## src/hw/rtl/ahsc_pkg.sv

```systemverilog
// Shared types and constants for the anisotropic heat stencil cell.
package ahsc_pkg;

    localparam int TEMP_W      = 32;
    localparam int LAP_W       = 34;
    localparam int GAIN_W      = 16;
    localparam int SRC_W       = 32;
    localparam int MAT_W       = 2;
    localparam int CFG_W       = 64;
    localparam int CFG_IDX_W   = 2;
    localparam int QUEUE_DEPTH = 4;
    localparam int QPTR_W      = 2;
    localparam int QCNT_W      = 3;

    // register indexes of the configuration port
    localparam logic [CFG_IDX_W-1:0] REG_X_GAIN      = 2'd0;
    localparam logic [CFG_IDX_W-1:0] REG_Y_GAIN      = 2'd1;
    localparam logic [CFG_IDX_W-1:0] REG_SOURCE_GAIN = 2'd2;

    // one classified cell, ready for the arithmetic back end
    typedef struct packed {
        logic signed [TEMP_W-1:0] centre;
        logic signed [LAP_W-1:0]  lap_x;
        logic signed [LAP_W-1:0]  lap_y;
        logic [GAIN_W-1:0]        gain_x;
        logic [GAIN_W-1:0]        gain_y;
        logic [GAIN_W-1:0]        gain_s;
        logic [SRC_W-1:0]         heat_source;
    } cell_req_t;

endpackage

```

## src/hw/rtl/ahsc_queue.sv

```systemverilog
// Short request queue between the front end and the arithmetic back end.
module ahsc_queue (
    input  logic                aclk,
    input  logic                aresetn,
    input  logic                push_valid,
    output logic                push_ready,
    input  ahsc_pkg::cell_req_t push_req,
    output logic                pop_valid,
    input  logic                pop,
    output ahsc_pkg::cell_req_t pop_req
);

    ahsc_pkg::cell_req_t               store_reg [ahsc_pkg::QUEUE_DEPTH];
    logic [ahsc_pkg::QPTR_W-1:0]       wr_ptr_reg, wr_ptr_next;
    logic [ahsc_pkg::QPTR_W-1:0]       rd_ptr_reg, rd_ptr_next;
    logic [ahsc_pkg::QCNT_W-1:0]       count_reg, count_next;
    logic                              do_push, do_pop;

    assign push_ready = (count_reg != ahsc_pkg::QCNT_W'(ahsc_pkg::QUEUE_DEPTH));
    assign pop_valid  = (count_reg != '0);
    assign do_push    = push_valid && push_ready;
    assign do_pop     = pop && pop_valid;
    assign pop_req    = store_reg[rd_ptr_reg];

    always_comb begin
        wr_ptr_next = do_push ? wr_ptr_reg + 1'b1 : wr_ptr_reg;
        rd_ptr_next = do_pop  ? rd_ptr_reg + 1'b1 : rd_ptr_reg;
        count_next  = count_reg;
        if (do_push && !do_pop) begin
            count_next = count_reg + 1'b1;
        end else if (do_pop && !do_push) begin
            count_next = count_reg - 1'b1;
        end
    end

    always_ff @(posedge aclk) begin
        if (!aresetn) begin
            wr_ptr_reg <= '0;
            rd_ptr_reg <= '0;
            count_reg  <= '0;
        end else begin
            wr_ptr_reg <= wr_ptr_next;
            rd_ptr_reg <= rd_ptr_next;
            count_reg  <= count_next;
        end
    end

    always_ff @(posedge aclk) begin
        if (do_push) begin
            store_reg[wr_ptr_reg] <= push_req;
        end
    end

endmodule

```

## config.mk

```make
export PLATFORM = sky130hd
export DESIGN_NAME = ahsc_queue
export DESIGN_NICKNAME = d
export VERILOG_FILES = /design/src/hw/rtl/ahsc_pkg.sv /design/src/hw/rtl/ahsc_queue.sv
export SDC_FILE = /design/constraint.sdc
export NUM_CORES = 1
export LEC_CHECK = 0
export BUFFER_PORTS_ARGS = -buffer_cell sky130_fd_sc_hd__buf_2
export CAP_MARGIN = 20
export CELL_PAD_IN_SITES_DETAIL_PLACEMENT = 2
export CELL_PAD_IN_SITES_GLOBAL_PLACEMENT = 2
export CORE_MARGIN = 5
export CORE_UTILIZATION = 45
export DETAILED_ROUTE_END_ITERATION = 12
export GPL_TIMING_DRIVEN = 0
export PLACE_DENSITY = 0.85
export SKIP_CTS_REPAIR_TIMING = 1
export SYNTH_ARGS = -nofsm -noshare
export SYNTH_HDL_FRONTEND = slang
export SYNTH_SLANG_ARGS = --single-unit
```

## constraint.sdc

```tcl
create_clock -name aclk -period 7.8 [get_ports aclk]
set_clock_uncertainty 0.15 [all_clocks]
set_input_delay 1.56 -clock aclk [delete_from_list [all_inputs] [get_ports aclk]]
set_output_delay 1.56 -clock aclk [all_outputs]
set_load 0.03 [all_outputs]
```

* Word level (Yosys, flattened, before mapping) *
Memory sizes are Yosys's and may differ from the RTL's. A register that Yosys moved wholly into a read port is not among the register bits.
Cells that the tools add are included.

storage, ports and cells
  register bits = 7
  RAM bits = 720
  word-level logic and storage cells = 23
  memories kept = 1

memory list
  memory     words  bits a word  rd ports  clocked after Yosys merged registers in  write ports  RTL line          source
  store_reg  4      180          1         1                                        1            ahsc_queue.sv:13  ahsc_pkg::cell_req_t store_reg [ahsc_pkg::QUEUE_DEPTH];

operators by class
  add/subtract/negate cells = 4
  eq/ne operators = 1
  multiplexer cells = 6
  reductions and logical operators = 8

operators by type and width
  cell                                                                number
  3-bit 2-to-1 mux                                                    2
  2-bit by 1-bit adder with 2-bit output, second input constant       2
  1-bit logical AND                                                   4
  2-bit 2-to-1 mux                                                    2
  3-bit by 1-bit adder with 3-bit output, second input constant       1
  3-bit inequality test, second input constant                        1
  3-bit nonzero test                                                  1
  3-bit by 1-bit subtractor with 3-bit output, second input constant  1
  1-bit zero test                                                     2
  1-bit 2-to-1 mux                                                    2
  2-bit nonzero test                                                  1

* Depth between registers and ports, before layout *
  depth in word-level cells = 6
  depth in mapped cells = 8
  gate-level depth less buffers = 8

* Worst setup path after synthesis *
No wires, ideal clock.

  path type = input to register
  from = input push_valid
  to = memory store_reg[0][0] in the netlist's numbering (enable)
  library setup time = 562 ps
  arrival time = 5,988 ps
  slack = 1,100 ps
  cell stages on the path = 2
  cells stage by stage = a21boi_2 > and2_1

between the ends
  cells in the longest elaborated chain, start to end = 3

RTL lines
  element                                 RTL line          source
  from (decl)                             ahsc_queue.sv:5   input logic push_valid,
  1-bit logical AND                       ahsc_queue.sv:21  assign do_push = push_valid && push_ready;
  1-bit 2-to-1 mux                        ahsc_queue.sv:49  if (do_push) begin
  1-bit 2-to-1 mux (not written as such)  ahsc_queue.sv:50  store_reg[wr_ptr_reg] <= push_req;
  to (decl)                               ahsc_queue.sv:13

No other way between the ends.

==> qor.csv <==
metric,value,unit
outcome,completed,
worstSetupStartpointType,register,
syn-mean-instance-area,26.7,sq um
cts_tree,done,
coreArea,57900,sq um
htree_levels,3,
yosys.cell_count.top_type,edfxtp_1,
synthArstFlopShare,0,%
hold_viol,0,
synth_area,26400,sq um
synth_top_family_by_area,multiplexers,
synthAdderAreaFrac,0.313,%
io_pins,366,
grt_pass1_wl,107000,um
timing.rr.end,store_reg[0][165],
peakVddDrop,228,uV
synthSimpleGateAreaFrac,0.346,%
maxCapViolCount,0,
yosysTopAreaCell,edfxtp_1,
synth_area_leaders,"edfxtp_1 (82%), mux4_2 (15%), dfxtp_1 (0.68%), buf_6 (0.47%), buf_2 (0.40%)",
synth_seq_area_share,82.6,%
synth_top_area_share,81.9,%
hold_depth,2,
ys_ff_latch,729,
path_max_fanout,10,
reg2reg_depth,5,
grt_max_degree,56,
power.density,366,nW/um^2
fmax,0.228,GHz
critical_path_required,6.09,ns
r2r_slack,4.85,ns
die_x,252,um
fin_util,55.0,%
synth_cells,988,
routedWlPerCell,32.8,um
antenna_found_initial,13,
vias,12700,
rr_startpoint,count_reg[0],
path_clk_slew,0.06,ns
drt-total-wl,74500,um
initial_core_util,45.6,%
die_area,63600,sq um
insertion_delay,0.61,ns
synth_edf_count,720,
hpwl,48200,um
area_delta_synth_final,20.7,%
slew_viol_final,0,
grt_overflow,0,
yosysUniqueCellTypes,23,
p_leak,10.7,nW
muxShareOfSynthArea,15.5,%
root_buffer,clkbuf_16,
cp.arrival,2.68,ns
cts_buffers,77,
tightestPinTransition,0.847,ns
ant_nets,0,
rsz0062_at_grt,no,
setup_viol,0,
final_layout_size_suffix_gt1_share,46.3,%
nets,1633,
min-delay-start,wr_ptr_reg[0],
cpMaxStageDelayCell,buf_2,
maxSlewHeadroom,43.5,%
clockBufferDepth,3,
synthFlopType,edfxtp_1,
die_y,252,um
crit_chain,buf_2 > buf_2 > buf_2 > mux4_2 > buf_2,
syn_nets,1178,
dr.pass1.iters,4,
endpoint_kind,primary output,
cpMostUsedCell,buf_2,
critPathKind,reg -> out,
row_count,88,
synth_compound_area_share,0.152,%
hold_class,reg -> reg,
via_per_inst,5.60,
grt_pass1_vias,14600,
period_share,56.3,%
hold_end,wr_ptr_reg[0],
slowest_delay,0.42,ns
synth_warnings,0,
timing.hold.ws,0.388,ns
place.gp.congestion,0.727,
track_usage,23.4,%
yosys-top-cells-count,"edfxtp_1 (720), mux4_2 (180), buf_2 (21)",
final.fill_count,4819,
largest_register_ffs,720,
portBuffers,364,
synth_xor_area_share,0.133,%
cts_sinks,729,
drc,0,
fin_crit,4.39,ns
drt-initial-drc-count,874,
==> stage by stage <==
stage          TNS [ns]  total power, W  worst slack [ns]  instances  instance area, sq um
3_5_place_dp          0         0.00833              3.77       2129                 29500
6_report              0          0.0117              3.41       2274                 31900
4_1_cts               0          0.0118              3.33       2270                 31900
3_3_place_gp   -1848.32         0.00823             -2.60       2117                 29200
5_1_grt               0          0.0121              3.32       2272                 31900
2_1_floorplan         0         0.00723              1.10        988                 26400
==> final cells by class <==
class | instances | area [sq um] | share of cell area (%)
clock inverters | 46 | 287 | 0.899
flip-flops and latches | 729 | 21800 | 68.4
diodes | 4 | 10.0 | 0.0314
clock buffers | 95 | 2060 | 6.46
plain buffers | 41 | 263 | 0.824
well taps | 765 | 957 | 3.00
repair buffers | 376 | 2140 | 6.73
multi-input cells | 215 | 4340 | 13.6
inverters | 3 | 11.3 | 0.0353
==> power breakdown <==
group / internal [W] / switching [W] / total, W
logic: 0.00118 / 0.00213 / 0.00331
registers: 0.00476 / 0.000150 / 0.00491
clock network: 0.00195 / 0.00149 / 0.00344
total: 0.00788 / 0.00378 / 0.0117
==> layer usage <==
layer / routed length, um / global-route usage (%)
met1: 26100 / 27.0
met2: 41100 / 43.1
met3: 5130 / 6.44
met4: 2050 / 6.13
met5: 95 / 0
==> how the worst max path moves through the flow <==
stage                   endpoint  depth (start not counted)        from
5_1_grt             pop_req[155]                          5    register
4_1_cts             pop_req[155]                          5    register
2_1_floorplan    store_reg[0][0]                          2  push_valid
3_3_place_gp    store_reg[0][76]                          3  push_valid
6_report            pop_req[155]                          5    register
3_5_place_dp   store_reg[0][118]                          5  push_valid
==> cells by family (layout without fill, tap and decap cells) <==
logic type	after synthesis	in the layout
flops	729	729
mux	183	183
buf+inv	44	561
simple gates	17	17
fa+ha+maj	6	6
compound gates	5	5
xor+xnor	4	4
other cells	0	4
==> placed cells by master (no fill, tap or decap) <==
cell type | Yosys | layout
a21boi_0 | 1 | 1
edfxtp_1 | 720 | 720
buf_1 | 2 | 2
ha_1 | 5 | 5
bufinv_16 | 0 | 2
fa_1 | 1 | 1
mux4_2 | 180 | 180
mux2i_1 | 3 | 3
dfxtp_1 | 9 | 9
buf_12 | 0 | 1
clkinv_8 | 0 | 1
nor2_1 | 1 | 1
xor2_1 | 1 | 1
and2_4 | 0 | 4
and2_1 | 8 | 4
nand2_1 | 5 | 5
o31ai_1 | 1 | 1
o21ai_0 | 1 | 1
buf_2 | 21 | 385
buf_16 | 0 | 11
buf_6 | 11 | 11
clkinv_1 | 0 | 22
xnor2_1 | 3 | 3
inv_1 | 3 | 3
inv_8 | 0 | 1
or3_1 | 2 | 2
diode_2 | 0 | 4
nor2b_1 | 1 | 1
clkbuf_1 | 7 | 22
inv_6 | 0 | 3
a21boi_2 | 1 | 1
clkinvlp_4 | 0 | 2
o311ai_0 | 1 | 1
clkbuf_16 | 0 | 80
clkinv_2 | 0 | 15
==> critical path: cells and delay by family (launching register included) <==
family,cells,cell delay (ns)
buffers and inverters,4,1.36
flip-flops,1,0.31
multiplexers,1,0.38
No activity file was read; power rests on OpenSTA's default activity.
