[config.mk]
export PLATFORM = sky130hd
export DESIGN_NAME = ahsc_front
export DESIGN_NICKNAME = d
export VERILOG_FILES = /design/src/hw/rtl/ahsc_pkg.sv /design/src/hw/rtl/ahsc_front.sv
export SDC_FILE = /design/constraint.sdc
export NUM_CORES = 1
export LEC_CHECK = 0
export BUFFER_PORTS_ARGS = -buffer_cell sky130_fd_sc_hd__clkbuf_2
export CORE_AREA = 3 3 174 176
export CTS_CLUSTER_SIZE = 20
export DETAILED_ROUTE_END_ITERATION = 10
export DIE_AREA = 0 0 177 179
export PLACE_DENSITY_LB_ADDON = 0.1
export SLEW_MARGIN = 25
export SYNTH_ARGS = -nofsm -noshare
export SYNTH_HDL_FRONTEND = slang
export SYNTH_SLANG_ARGS = --single-unit
[constraint.sdc]
create_clock -name aclk -period 7.4 [get_ports aclk]
set_clock_uncertainty 0.05 [all_clocks]
set_input_delay 1.48 -clock aclk [delete_from_list [all_inputs] [get_ports aclk]]
set_output_delay 1.48 -clock aclk [all_outputs]
set_load 0.01 [all_outputs]
[src/hw/rtl/ahsc_pkg.sv]
// Shared types and constants for the anisotropic heat stencil cell.
package ahsc_pkg;

    localparam int TEMP_W      = 32;
    localparam int LAP_W       = 34;
    localparam int GAIN_W      = 16;
    localparam int SRC_W       = 32;
    localparam int MAT_W       = 2;
    localparam int CFG_W       = 64;
    localparam int CFG_IDX_W   = 2;
    localparam int QUEUE_DEPTH = 4;
    localparam int QPTR_W      = 2;
    localparam int QCNT_W      = 3;

    // register indexes of the configuration port
    localparam logic [CFG_IDX_W-1:0] REG_X_GAIN      = 2'd0;
    localparam logic [CFG_IDX_W-1:0] REG_Y_GAIN      = 2'd1;
    localparam logic [CFG_IDX_W-1:0] REG_SOURCE_GAIN = 2'd2;

    // one classified cell, ready for the arithmetic back end
    typedef struct packed {
        logic signed [TEMP_W-1:0] centre;
        logic signed [LAP_W-1:0]  lap_x;
        logic signed [LAP_W-1:0]  lap_y;
        logic [GAIN_W-1:0]        gain_x;
        logic [GAIN_W-1:0]        gain_y;
        logic [GAIN_W-1:0]        gain_s;
        logic [SRC_W-1:0]         heat_source;
    } cell_req_t;

endpackage

[src/hw/rtl/ahsc_front.sv]
// Front end: gain tables, material lookup and second differences per cell.
module ahsc_front #(
    parameter int MATERIAL_COUNT = 4
) (
    input  logic                                aclk,
    input  logic                                aresetn,
    input  logic                                cfg_we,
    input  logic [ahsc_pkg::CFG_IDX_W-1:0]      cfg_index,
    input  logic [ahsc_pkg::CFG_W-1:0]          cfg_data,
    input  logic                                s_tvalid,
    input  logic [191:0]                        s_tdata,
    input  logic [ahsc_pkg::MAT_W-1:0]          s_tuser,
    output logic                                req_valid,
    output ahsc_pkg::cell_req_t                 req
);

    localparam int MAT_IDX_W = (MATERIAL_COUNT > 1) ? $clog2(MATERIAL_COUNT) : 1;

    logic [ahsc_pkg::GAIN_W-1:0] gx_reg [MATERIAL_COUNT];
    logic [ahsc_pkg::GAIN_W-1:0] gy_reg [MATERIAL_COUNT];
    logic [ahsc_pkg::GAIN_W-1:0] gs_reg [MATERIAL_COUNT];

    logic signed [ahsc_pkg::TEMP_W-1:0] centre, north, south, east, west;
    logic                               mat_ok;
    logic [MAT_IDX_W-1:0]               mat_idx;

    always_ff @(posedge aclk) begin
        if (!aresetn) begin
            for (int m = 0; m < MATERIAL_COUNT; m++) begin
                gx_reg[m] <= '0;
                gy_reg[m] <= '0;
                gs_reg[m] <= '0;
            end
        end else if (cfg_we) begin
            for (int m = 0; m < MATERIAL_COUNT; m++) begin
                if (cfg_index == ahsc_pkg::REG_X_GAIN) begin
                    gx_reg[m] <= cfg_data[m*ahsc_pkg::GAIN_W +: ahsc_pkg::GAIN_W];
                end
                if (cfg_index == ahsc_pkg::REG_Y_GAIN) begin
                    gy_reg[m] <= cfg_data[m*ahsc_pkg::GAIN_W +: ahsc_pkg::GAIN_W];
                end
                if (cfg_index == ahsc_pkg::REG_SOURCE_GAIN) begin
                    gs_reg[m] <= cfg_data[m*ahsc_pkg::GAIN_W +: ahsc_pkg::GAIN_W];
                end
            end
        end
    end

    assign centre = signed'(s_tdata[31:0]);
    assign north  = signed'(s_tdata[63:32]);
    assign south  = signed'(s_tdata[95:64]);
    assign east   = signed'(s_tdata[127:96]);
    assign west   = signed'(s_tdata[159:128]);

    // unknown materials get zero gains
    assign mat_ok  = ({1'b0, s_tuser} < 3'(MATERIAL_COUNT));
    assign mat_idx = mat_ok ? MAT_IDX_W'(s_tuser) : '0;

    assign req_valid = s_tvalid;

    always_comb begin
        req.centre      = centre;
        req.lap_x       = {{2{east[31]}}, east} + {{2{west[31]}}, west}
                        - {centre[31], centre, 1'b0};
        req.lap_y       = {{2{north[31]}}, north} + {{2{south[31]}}, south}
                        - {centre[31], centre, 1'b0};
        req.gain_x      = mat_ok ? gx_reg[mat_idx] : '0;
        req.gain_y      = mat_ok ? gy_reg[mat_idx] : '0;
        req.gain_s      = mat_ok ? gs_reg[mat_idx] : '0;
        req.heat_source = s_tdata[191:160];
    end

endmodule

# Word level (Yosys, flattened, before mapping)
# Memories as Yosys holds them, arrays and structs flattened.
# Index checks and enable logic that the tools add are counted.
[op_classes]
n_addsub = 4
n_mux = 25
n_eq_ne = 2
n_reduce_logical = 1
n_bitwise = 12
[ops]
columns = ["cell", "count"]
rows = [
  ["$mux 16", 12],
  ["$sub 33x33->34", 2],
  ["$add 32x32->33", 2],
  ["$mux 1", 13],
  ["$or 1x1->1", 12],
  ["$eq 2x1->1 const B", 1],
  ["$eq 2x2->1 const B", 1],
  ["$logic_not 2->1", 1],
]
[word_totals]
mem_count = 3
output_inout_bits = 181
wordCells = 47
register_bits = 0
inputBits = 264
ramBits = 192
[mem_list]
columns = ["memory", "depth", "width", "rd", "rd_ports_with_merged_regs", "write_ports", "line_no", "text"]
rows = [
  ["gs_reg", 4, 16, 1, 0, 4, "ahsc_front.sv:21", "logic [ahsc_pkg::GAIN_W-1:0] gs_reg [MATERIAL_COUNT];"],
  ["gx_reg", 4, 16, 1, 0, 4, "ahsc_front.sv:19", "logic [ahsc_pkg::GAIN_W-1:0] gx_reg [MATERIAL_COUNT];"],
  ["gy_reg", 4, 16, 1, 0, 4, "ahsc_front.sv:20", "logic [ahsc_pkg::GAIN_W-1:0] gy_reg [MATERIAL_COUNT];"],
]

# Longest topological paths before layout
[logic_depth]
word_depth = 6
depth_mapped = 13
depth_no_buf = 12

# Worst setup path before layout
# OpenSTA, ideal clock, no wires.
[synth_path]
path_kind = "input-to-reg"
startpoint = "in cfg_we"
endpoint = "mem gx_reg[0][0] in the netlist's numbering, enable pin"
setup_time_ns = 0.574
path_slack_ns = 0.584
path_buffers = 0
arrival_time_ns = 6.191
cell_stages = 3
t_required_ns = 6.776
cell_sequence = "nor2b_1 inv_1 o21ai_0"
[synth_lines]
columns = ["item", "line_no", "text"]
rows = [
  ["from (decl)", "ahsc_front.sv:7", "input logic cfg_we,"],
  ["to (decl)", "ahsc_front.sv:19", ""],
]

==> flow_metrics.tcl <==
set metrics [dict create \
    antenna_left 0 \
    grt_first_pass_wirelength_mm 53.6 \
    whs_path_depth 2 \
    cts_resized 0 \
    rows 62 \
    vias 10367 \
    yosys_warnings 0 \
    grt_overflow_total 0 \
    power_frac_seq 0.361 \
    post-dp-hpwl_mm 26.7 \
    avgSynthCellArea_um2 10.8 \
    ff_latch_area_um2 5770 \
    nets 2025 \
    synth-edff-count 192 \
    netlist_instances 1332 \
    grt_usage 0.215 \
    grt_pass1_vias 10326 \
    power.density_nw_per_um2 215 \
    finalSetupViolations 0 \
    comb_power_share 0.398 \
    min_path_type "in -> reg" \
    critPathLaunchType "input pin" \
    peakVddDrop_mv 0.188 \
    start_util 0.499 \
    outcome "finished, final reports clean" \
    fin_crit_sh 0.846 \
    area_growth_pct 16.6 \
    io_pins 445 \
    drc_errors 0 \
    clock_sinks 192 \
    drt-total-wl_mm 34.2 \
    ys_types 62 \
    drt-pass1-iter-count 5 \
    clkTransAtPathRegs_ns 0.08 \
    drv_cap 0 \
    core_um2 28800 \
    drt-initial-drc-count 626 \
    synth_nets 1726 \
    synthArstFlopShare 0 \
    cp_data_arrival_time_ns 4.73 \
    port_buffers 378 \
    synth_seq_cells 192 \
    tns_ns 0 \
    multi_input_area_um2 6990 \
    hold_end "gx_reg[3][12]" \
    drive_above_1_share 0.291 \
    clockBufferDepth 2 \
    path_class "in -> out" \
    die_w_um 177 \
    cts_setup_buffers 0 \
    crit_path_max_fanout 4 \
    dieArea_um2 31700 \
    die_h_um 179 \
    via_per_inst 5.11 \
    syn_area_um2 14300 \
    finalHoldViolations 0 \
    endpoint_kind "primary output" \
    slew_headroom 0.388 \
    cts-root-buf "clkbuf_16" \
    p_leak_uw 0.00804 \
    hold_buffers 0 \
    fillers 2509 \
    clkPwrFrac 0.241 \
    critPathRequiredTime_ns 5.87 \
    routabilityCongestion 0.895 \
    p_int_uw 2320 \
    switchingPower_uw 1270 \
    fmax_mhz 160 \
    rsz0062_at_grt "false" \
    ys_seq_area_frac 0.402 \
    finalMaxSlewViolations 0 \
    p_total_uw 3600 \
    hold_ws_ns 1.31 \
    cts_tree "yes" \
    p_sw_frac 0.354 \
    h-tree-depth 4 \
    grt_start_max_net_pins 65 \
    synth_ff_type "edfxtp_1" \
    worst_pin_slew_ns 0.918 \
    cts_buffers 17 \
    hp-start "cfg_data[60]" \
    routedWlPerCell_um 16.9 \
    antenna_found_initial 1 \
    min_period_ns 6.26 \
]
## cells by family (layout without fill, tap and decap cells)
family,after synthesis,after routing,synth area share
buffers and inverters,368,680,0.113
and+or+nand+nor,351,351,0.140
DFF,192,192,0.402
AOI/OAI and AO/OA,182,182,0.0849
adders and majority gates,130,130,0.147
xor gates and xnor gates,60,60,0.0366
muxes,49,49,0.0760
other,0,1,0
## cell usage after synthesis (27+ instances only)
master / number / share of area
and2_1: 200 / 0.087
clkbuf_1: 34 / 0.0089
nand2_1: 40 / 0.010
a21oi_1: 61 / 0.021
buf_4: 65 / 0.034
inv_1: 263 / 0.069
edfxtp_1: 192 / 0.40
nor2_1: 29 / 0.0076
o21ai_0: 27 / 0.0094
xnor2_1: 35 / 0.021
ha_1: 66 / 0.058
a21o_1: 29 / 0.015
fa_1: 64 / 0.089
mux4_2: 48 / 0.075
## power by group through the flow
stage | clock (uW) | sequential, uW | combinational, uW
after floorplan | 0 | 1320 | 933
after global placement | 0 | 1320 | 1430
after detailed placement | 0 | 1320 | 1440
after CTS | 883 | 1300 | 1440
after global routing | 934 | 1310 | 1580
final | 867 | 1300 | 1430
## cell type report
type                            instances  share of cell area
Tap cell                              384              0.0287
Timing Repair Buffer                  385               0.117
Clock inverter                         12             0.00681
Inverter                              263              0.0590
Antenna cell                            1            0.000150
Sequential cell                       192               0.345
Multi-Input combinational cell        772               0.418
Clock buffer                           20              0.0261
## cell usage in the layout (no fill, tap or decap), types with 4 or more instances in the layout
master and n:
inv_1 263, nor2b_1 9, fa_1 64, nor2_1 27, clkbuf_16 17, xnor2_1 35
and2_1 200, nor3_1 10, nand3_1 18, ha_1 66, mux4_2 48, clkbuf_2 377
buf_4 7, a21o_1 29, inv_6 4, nand2_1 38, nand2b_1 12, edfxtp_1 192
o21bai_1 5, o21a_1 11, o211ai_1 9, a21oi_1 61, inv_8 4, o31ai_1 5
xor2_1 25, and3_1 9, o21ai_0 26, or3_1 4, nand4_1 7
## per-layer routing
| metal | vias up | part of all wire | global-route usage |
|---|---|---|---|
| met4 | 0 | 0.019 | 0.0527 |
| li1 | 4990 | - | - |
| met5 | - | 0 | 0 |
| met2 | 353 | 0.50 | 0.373 |
| met3 | 41 | 0.071 | 0.0464 |
| met1 | 4983 | 0.41 | 0.277 |
## how the worst max path moves through the flow
stage	start	end	slack, ns	cells after the start
after global routing	s_tdata[2]	req[145]	0.98	13
after detailed placement	s_tdata[2]	req[143]	1.22	13
after floorplan	cfg_we	gx_reg[0][0]	0.58	3
after global placement	s_tdata[2]	req[143]	1.23	13
final	s_tdata[2]	req[145]	1.14	13
after CTS	s_tdata[2]	req[143]	1.18	13
## metrics by stage
stage | cells | cell area [um2] | util | setup WS, ns
2_1_floorplan | 1332 | 14300 | - | 0.584
3_3_place_gp | 1996 | 16200 | 0.562 | 1.23
3_5_place_dp | 1996 | 16200 | 0.562 | 1.22
4_1_cts | 2028 | 16700 | 0.581 | 1.18
5_1_grt | 2029 | 16700 | 0.581 | 0.977
6_report | 2029 | 16700 | 0.581 | 1.14
## critical path, cell delays in order
cell and delay [ns]:
clkbuf_2 0.14, fa_1 0.55, inv_1 0.05, ha_1 0.34, o211ai_1 0.12, o21ai_2 0.18, o2111ai_1 0.18, a22o_1 0.29
o21ai_0 0.38, o221ai_1 0.32, o31ai_1 0.36, xor2_1 0.19, clkbuf_2 0.15
Power figures use the tool's default switching activity.
