$ cat config.mk
export PLATFORM = sky130hd
export DESIGN_NAME = ahsc_back
export DESIGN_NICKNAME = d
export VERILOG_FILES = /design/src/hw/rtl/ahsc_pkg.sv /design/src/hw/rtl/ahsc_back.sv
export SDC_FILE = /design/constraint.sdc
export NUM_CORES = 2
export LEC_CHECK = 0
export ABC_CLOCK_PERIOD_IN_PS = 15700
export BUFFER_PORTS_ARGS = -buffer_cell sky130_fd_sc_hd__buf_2
export CAP_MARGIN = 30
export CELL_PAD_IN_SITES_DETAIL_PLACEMENT = 2
export CELL_PAD_IN_SITES_GLOBAL_PLACEMENT = 2
export CORE_MARGIN = 2
export CORE_UTILIZATION = 46
export DETAILED_ROUTE_END_ITERATION = 10
export PLACE_DENSITY_LB_ADDON = 0.15
export SETUP_SLACK_MARGIN = 0.3
export SLEW_MARGIN = 40
export SYNTH_ARGS = -nofsm -noshare
export SYNTH_HDL_FRONTEND = slang
export SYNTH_SLANG_ARGS = --single-unit
$ cat constraint.sdc
create_clock -name aclk -period 15.7 [get_ports aclk]
set_input_delay 2.355 -clock aclk [delete_from_list [all_inputs] [get_ports aclk]]
set_output_delay 2.355 -clock aclk [all_outputs]
set_load 0.02 [all_outputs]
$ cat src/hw/rtl/ahsc_pkg.sv
// Shared types and constants for the anisotropic heat stencil cell.
package ahsc_pkg;

    localparam int TEMP_W      = 32;
    localparam int LAP_W       = 34;
    localparam int GAIN_W      = 16;
    localparam int SRC_W       = 32;
    localparam int MAT_W       = 2;
    localparam int CFG_W       = 64;
    localparam int CFG_IDX_W   = 2;
    localparam int QUEUE_DEPTH = 4;
    localparam int QPTR_W      = 2;
    localparam int QCNT_W      = 3;

    // register indexes of the configuration port
    localparam logic [CFG_IDX_W-1:0] REG_X_GAIN      = 2'd0;
    localparam logic [CFG_IDX_W-1:0] REG_Y_GAIN      = 2'd1;
    localparam logic [CFG_IDX_W-1:0] REG_SOURCE_GAIN = 2'd2;

    // one classified cell, ready for the arithmetic back end
    typedef struct packed {
        logic signed [TEMP_W-1:0] centre;
        logic signed [LAP_W-1:0]  lap_x;
        logic signed [LAP_W-1:0]  lap_y;
        logic [GAIN_W-1:0]        gain_x;
        logic [GAIN_W-1:0]        gain_y;
        logic [GAIN_W-1:0]        gain_s;
        logic [SRC_W-1:0]         heat_source;
    } cell_req_t;

endpackage

$ cat src/hw/rtl/ahsc_back.sv
// Back end: gain products, rounding, source term, sum and saturation.
module ahsc_back #(
    parameter int SOURCE_SHIFT = 24
) (
    input  logic                aclk,
    input  logic                aresetn,
    input  logic                req_valid,
    input  ahsc_pkg::cell_req_t req,
    output logic                req_pop,
    output logic                m_tvalid,
    input  logic                m_tready,
    output logic [31:0]         m_tdata,
    output logic [0:0]          m_tuser
);

    localparam int PROD_W   = ahsc_pkg::LAP_W + ahsc_pkg::GAIN_W + 1;
    localparam int DSUM_W   = PROD_W + 1;
    localparam int DIFF_W   = DSUM_W - 16;
    localparam int PROD_S_W = ahsc_pkg::GAIN_W + ahsc_pkg::SRC_W;
    localparam int HEAT_W   = PROD_S_W - SOURCE_SHIFT;
    localparam int SUM_W    = PROD_S_W + 2;

    localparam logic signed [SUM_W-1:0] SAT_HI = {{(SUM_W-31){1'b0}}, {31{1'b1}}};
    localparam logic signed [SUM_W-1:0] SAT_LO = {{(SUM_W-31){1'b1}}, {31{1'b0}}};

    logic                                 en;
    logic                                 a_valid_reg, b_valid_reg, out_valid_reg;
    logic signed [PROD_W-1:0]             px_reg, py_reg, px_next, py_next;
    logic [PROD_S_W-1:0]                  ps_reg, ps_next;
    logic signed [ahsc_pkg::TEMP_W-1:0]   ca_reg, cb_reg;
    logic signed [DSUM_W-1:0]             dsum;
    logic signed [DIFF_W-1:0]             diff_reg, diff_next;
    logic [HEAT_W-1:0]                    heat_reg, heat_next;
    logic signed [SUM_W-1:0]              sum;
    logic [31:0]                          temp_reg, temp_next;
    logic                                 sat_reg, sat_next;

    assign en      = !out_valid_reg || m_tready;
    assign req_pop = en;

    assign px_next = $signed({1'b0, req.gain_x}) * req.lap_x;
    assign py_next = $signed({1'b0, req.gain_y}) * req.lap_y;
    assign ps_next = req.gain_s * req.heat_source;

    // round half up to Q16.16
    assign dsum      = {px_reg[PROD_W-1], px_reg} + {py_reg[PROD_W-1], py_reg}
                     + DSUM_W'(32'h8000);
    assign diff_next = dsum[DSUM_W-1:16];
    assign heat_next = ps_reg[PROD_S_W-1 -: HEAT_W];

    assign sum = {{(SUM_W-ahsc_pkg::TEMP_W){cb_reg[ahsc_pkg::TEMP_W-1]}}, cb_reg}
               + {{(SUM_W-DIFF_W){diff_reg[DIFF_W-1]}}, diff_reg}
               + signed'(SUM_W'(heat_reg));

    always_comb begin
        temp_next = sum[31:0];
        sat_next  = 1'b0;
        if (sum > SAT_HI) begin
            temp_next = 32'h7FFF_FFFF;
            sat_next  = 1'b1;
        end else if (sum < SAT_LO) begin
            temp_next = 32'h8000_0000;
            sat_next  = 1'b1;
        end
    end

    always_ff @(posedge aclk) begin
        if (!aresetn) begin
            a_valid_reg   <= 1'b0;
            b_valid_reg   <= 1'b0;
            out_valid_reg <= 1'b0;
        end else if (en) begin
            a_valid_reg   <= req_valid;
            b_valid_reg   <= a_valid_reg;
            out_valid_reg <= b_valid_reg;
        end
    end

    always_ff @(posedge aclk) begin
        if (en) begin
            px_reg   <= px_next;
            py_reg   <= py_next;
            ps_reg   <= ps_next;
            ca_reg   <= req.centre;
            diff_reg <= diff_next;
            heat_reg <= heat_next;
            cb_reg   <= ca_reg;
            temp_reg <= temp_next;
            sat_reg  <= sat_next;
        end
    end

    assign m_tvalid   = out_valid_reg;
    assign m_tdata    = temp_reg;
    assign m_tuser[0] = sat_reg;

endmodule

# Word level (Yosys, flattened, before mapping)
# Index checks and enable logic that the tools add are counted.
# Widths: inputs -> output; s select.
totals:
  ff_bits: 310
  latchBits: 0
  ramBits: 0
  rom_bits: 0
  in_bits: 184
  out_inout_bits: 35
  word_cells: 25
  n_memories: 0
op_classes:
  add_sub_neg: 4
  n_mul: 3
  div_mod_pow: 0
  magnitude_cmp: 2
  eq_ne: 0
  shifts: 0
  n_mux: 2
  bitwise_logic: 0
  n_reduce_logical: 2
ops:
  columns: ["cell", "count"]
  rows:
  - ["$mul 17x34->51", 2]
  - ["$add 51x51->52", 1]
  - ["$add 52x16->52 const B", 1]
  - ["$mul 16x32->48", 1]
  - ["$add 37x25->38", 1]
  - ["$gt 38x32->1 const B", 1]
  - ["$lt 38x32->1 const B", 1]
  - ["$add 32x36->37", 1]
  - ["$mux 32", 1]
  - ["$logic_not 1->1", 1]
  - ["$logic_or 1x1->1", 1]
  - ["$mux 1", 1]

# Depth between registers and ports, before layout
depth:
  ltp_word: 4
  depth_mapped: 26

# Worst setup path after synthesis
# OpenSTA, ideal clock, no wires.
synth_path:
  path_type: "input to output"
  from: "input m_tready"
  to: "output req_pop"
  arrival_ns: 9.341
  setup_slack_ns: 4.004
  stages: 1
  path_cell_list: "nand2b_1"
synth_between:
  elab_chain_cells: 1
synth_lines:
  columns: ["item", "line_no", "rtl"]
  rows:
  - ["start: declaration", "ahsc_back.sv:11", "input logic m_tready,"]
  - ["$logic_or 1x1->1", "ahsc_back.sv:38", "assign en = !out_valid_reg || m_tready;"]
  - ["end: declaration", "ahsc_back.sv:9", "output logic req_pop,"]
# No other way between the ends.

# Worst setup path after layout
layout_path:
  from: "input req[73] (netlist bit)"
  to: "register px_reg[46], data pin"
layout_between:
  elab_chain_cells: 1
layout_lines:
  columns: ["item", "line_no", "rtl"]
  rows:
  - ["start: declaration", "ahsc_back.sv:8", "input ahsc_pkg::cell_req_t req,"]
  - ["$mul 17x34->51", "ahsc_back.sv:41", "assign px_next = $signed({1'b0, req.gain_x}) * req.lap_x;"]
  - ["named net px_next[46]", "ahsc_back.sv:28", "logic signed [PROD_W-1:0] px_reg, py_reg, px_next, py_next;"]
  - ["end signal: assignment", "ahsc_back.sv:81", "px_reg <= px_next;"]
  - ["end: declaration", "ahsc_back.sv:28", null]
# The timed path passes the listed nets, and every way through them passes these cells.
# A chain may end at the register's enable or synchronous reset.

==> flow_summary.toml <==
[logic_synthesis]
synth_edf_count = 283
yosysTopAreaCell = "fa_1"
synthCells = 7125
yosysTopAreaCellShare_pct = 43.9
ys_dominant_reg_cell = "edfxtp_1"
synth_area_leaders = "fa_1, edfxtp_1, inv_1"
netlist_area_um2 = 67400
synth_seq_cells = 286
async_reset_ff_share_pct = 0
syn_area_per_cell_um2 = 9.45
yosysSeqAreaShare_pct = 12.7
syn_nets = 9291
yosys_warnings = 0
post_synth_num_cell_types = 82

[timing]
drv_slew = 0
fmax_ghz = 0.104
timing.setup.tns_ps = 0
period_minus_slack_ps = 9610
final.period_utilization_pct = 61.2
hold_viol = 0
slew_headroom_pct = 34.3
setup_viol = 0
rsz0062_at_grt = "false"
finClkSkew_ps = 29.5
worst_pin_slew_ps = 983

[status]
status = "finished clean"

[clock_tree]
cts_sinks = 286
cts_tree = "built"
numCtsBuffers = 34
clk_pin_slew_ps = 60
cts-root-buf = "clkbuf_16"
post_cts_resized = 0
cts.hold.buffers_added = 0
insertion_delay_ps = 560
postCtsSetupRepairBufs = 0
htree_levels = 2
cts.path.max_buffers = 3

[die]
initial_core_util_pct = 46.3
die-area_um2 = 150000
die_h_um = 387
io_pins = 219
core_area_um2 = 146000
die_x_um = 387
rows = 140

[global_route]
antenna_found_initial = 5
grt_util_all_layers_pct = 31.0
grt_pass1_vias = 61506
grt_pass1_wl_mm = 357
grt_remaining_overflow = 0
grt_max_degree = 169

[min_path]
worstHoldStart = "ps_reg[27]"
worstHoldPathCells = 0
hold_path_class = "register to register"
min_to = "heat_reg[3]"

[layout]
areaGrowthSynthToFinish_pct = 5.76
fin_util_pct = 48.9
drive_above_1_share_pct = 4.43
finish.net_count = 9276

[setup_path]
startpoint = "req[73]"
worstPathMaxFanout = 34
required_ps = 15990
reg2reg_to = "m_tdata[9]"
rr_worst_depth = 12
cp.arrival_ps = 9900
path_class = "input pin to register"
r2r-start = "diff_reg[14]"
r2r_slack_ps = 10420
critPathLaunchType = "input pin"
endpoint_kind = "register"

[routing]
drtIter0Drc = 2185
ant_nets = 0
drc_errors = 0
totalWireLength_mm = 227
via_count = 49470
wl_per_cell_um = 25.0
drtPass1Iterations = 5
vias_per_cell = 5.47

[placed_design]
dp_hpwl_mm = 182
gp_congestion = 0.858
portBuffers = 218

[job]
maxCapViolCount = 0
-- cell usage after synthesis (29+ instances only) --
cell type  number
fa_1         1476
edfxtp_1      283
a211oi_1       34
clkbuf_1      278
nor3_1         32
o21ai_0        95
inv_1        1733
and2_1        613
nand3_1        47
a21o_1        102
xnor2_1       118
nor2b_1        29
nand2_1      1106
ha_1          506
nor2_1         99
a21oi_1       202
xor2_1         61
-- through the flow --
step	setup slack [ps]	instances	hold slack [ps]	instance area, um2
2_1_floorplan	4000	7125	400	67400
3_3_place_gp	5960	8986	405	69900
3_5_place_dp	5490	8987	407	69900
4_1_cts	6030	9046	419	71100
5_1_grt	5730	9050	428	71200
6_report	6090	9052	417	71200
-- cells in the final DEF (no fill, tap or decap), types with 5 or more instances in the layout --
cell type,count
bufinv_16,6
o31a_1,5
o21bai_1,27
a41oi_1,7
o21ai_0,95
nor3_1,32
a41o_1,5
a21boi_0,9
edfxtp_1,283
buf_4,27
o31ai_1,8
nor2b_1,29
nand4_1,26
buf_2,200
clkbuf_16,34
o2111ai_1,5
and3_1,25
nand2b_1,16
fa_1,1476
a211oi_1,34
nand3_1,47
ha_1,506
and2_1,613
clkinv_2,5
inv_1,1733
a31oi_1,22
a21o_1,102
or3_1,6
nor2_1,98
xnor2_1,115
a21oi_1,202
o21a_1,27
nand2_1,1106
xor2_1,57
o211ai_1,17
-- worst max-delay path by stage --
stage / end / slack (ps) / cells after the start
after floorplan: req_pop / 4000 / 1
after detailed placement: px_reg[46] / 5490 / 22
final: px_reg[46] / 6090 / 24
after CTS: px_reg[46] / 6030 / 22
after global routing: px_reg[46] / 5730 / 22
after global placement: px_reg[46] / 5960 / 22
-- worst max-delay path, stage by stage --
cell       delay [ps]
buf_2             640
nand2_1           190
fa_1              560
inv_1              60
fa_1              510
inv_1              70
fa_1              540
inv_1              50
fa_1              450
fa_1              490
inv_1              50
fa_1              470
inv_1              50
ha_1              410
nand4_1           140
a2111oi_0         410
o31ai_1           160
nand2_1           250
a41oi_1           160
a211oi_1          740
a221oi_1          270
o221a_2           380
o31ai_1           320
xnor2_1           150
-- cells by family after synthesis --
family | synth area share [%]
flops | 12.7
xor+xnor | 2.33
compound gates | 6.01
fa+ha+maj | 53.3
buf+inv | 11.3
mux | 0.0613
simple gates | 14.4
-- layout make-up --
| type | count | area [um2] |
|---|---|---|
| fill | 15438 | 74300 |
| clock inverter | 21 | 280 |
| antenna | 2 | 5.00 |
| multi-input combinational | 4822 | 51300 |
| sequential | 286 | 8560 |
| tap | 1917 | 2400 |
| clock buffer | 38 | 876 |
| inverter | 1733 | 6500 |
| timing repair buffer | 233 | 1340 |
-- per-layer routing --
| layer | wire [um] | track usage, % | vias up |
|---|---|---|---|
| met5 | 0 | 0 | - |
| met4 | 8930 | 11.4 | 0 |
| met1 | 85100 | 34.9 | 26708 |
| li1 | - | - | 21247 |
| met2 | 126000 | 60.5 | 1051 |
| met3 | 6420 | 2.49 | 464 |
Power is not shown: default switching activity piles up to over one toggle a cycle in this logic, so the estimate is an artifact.
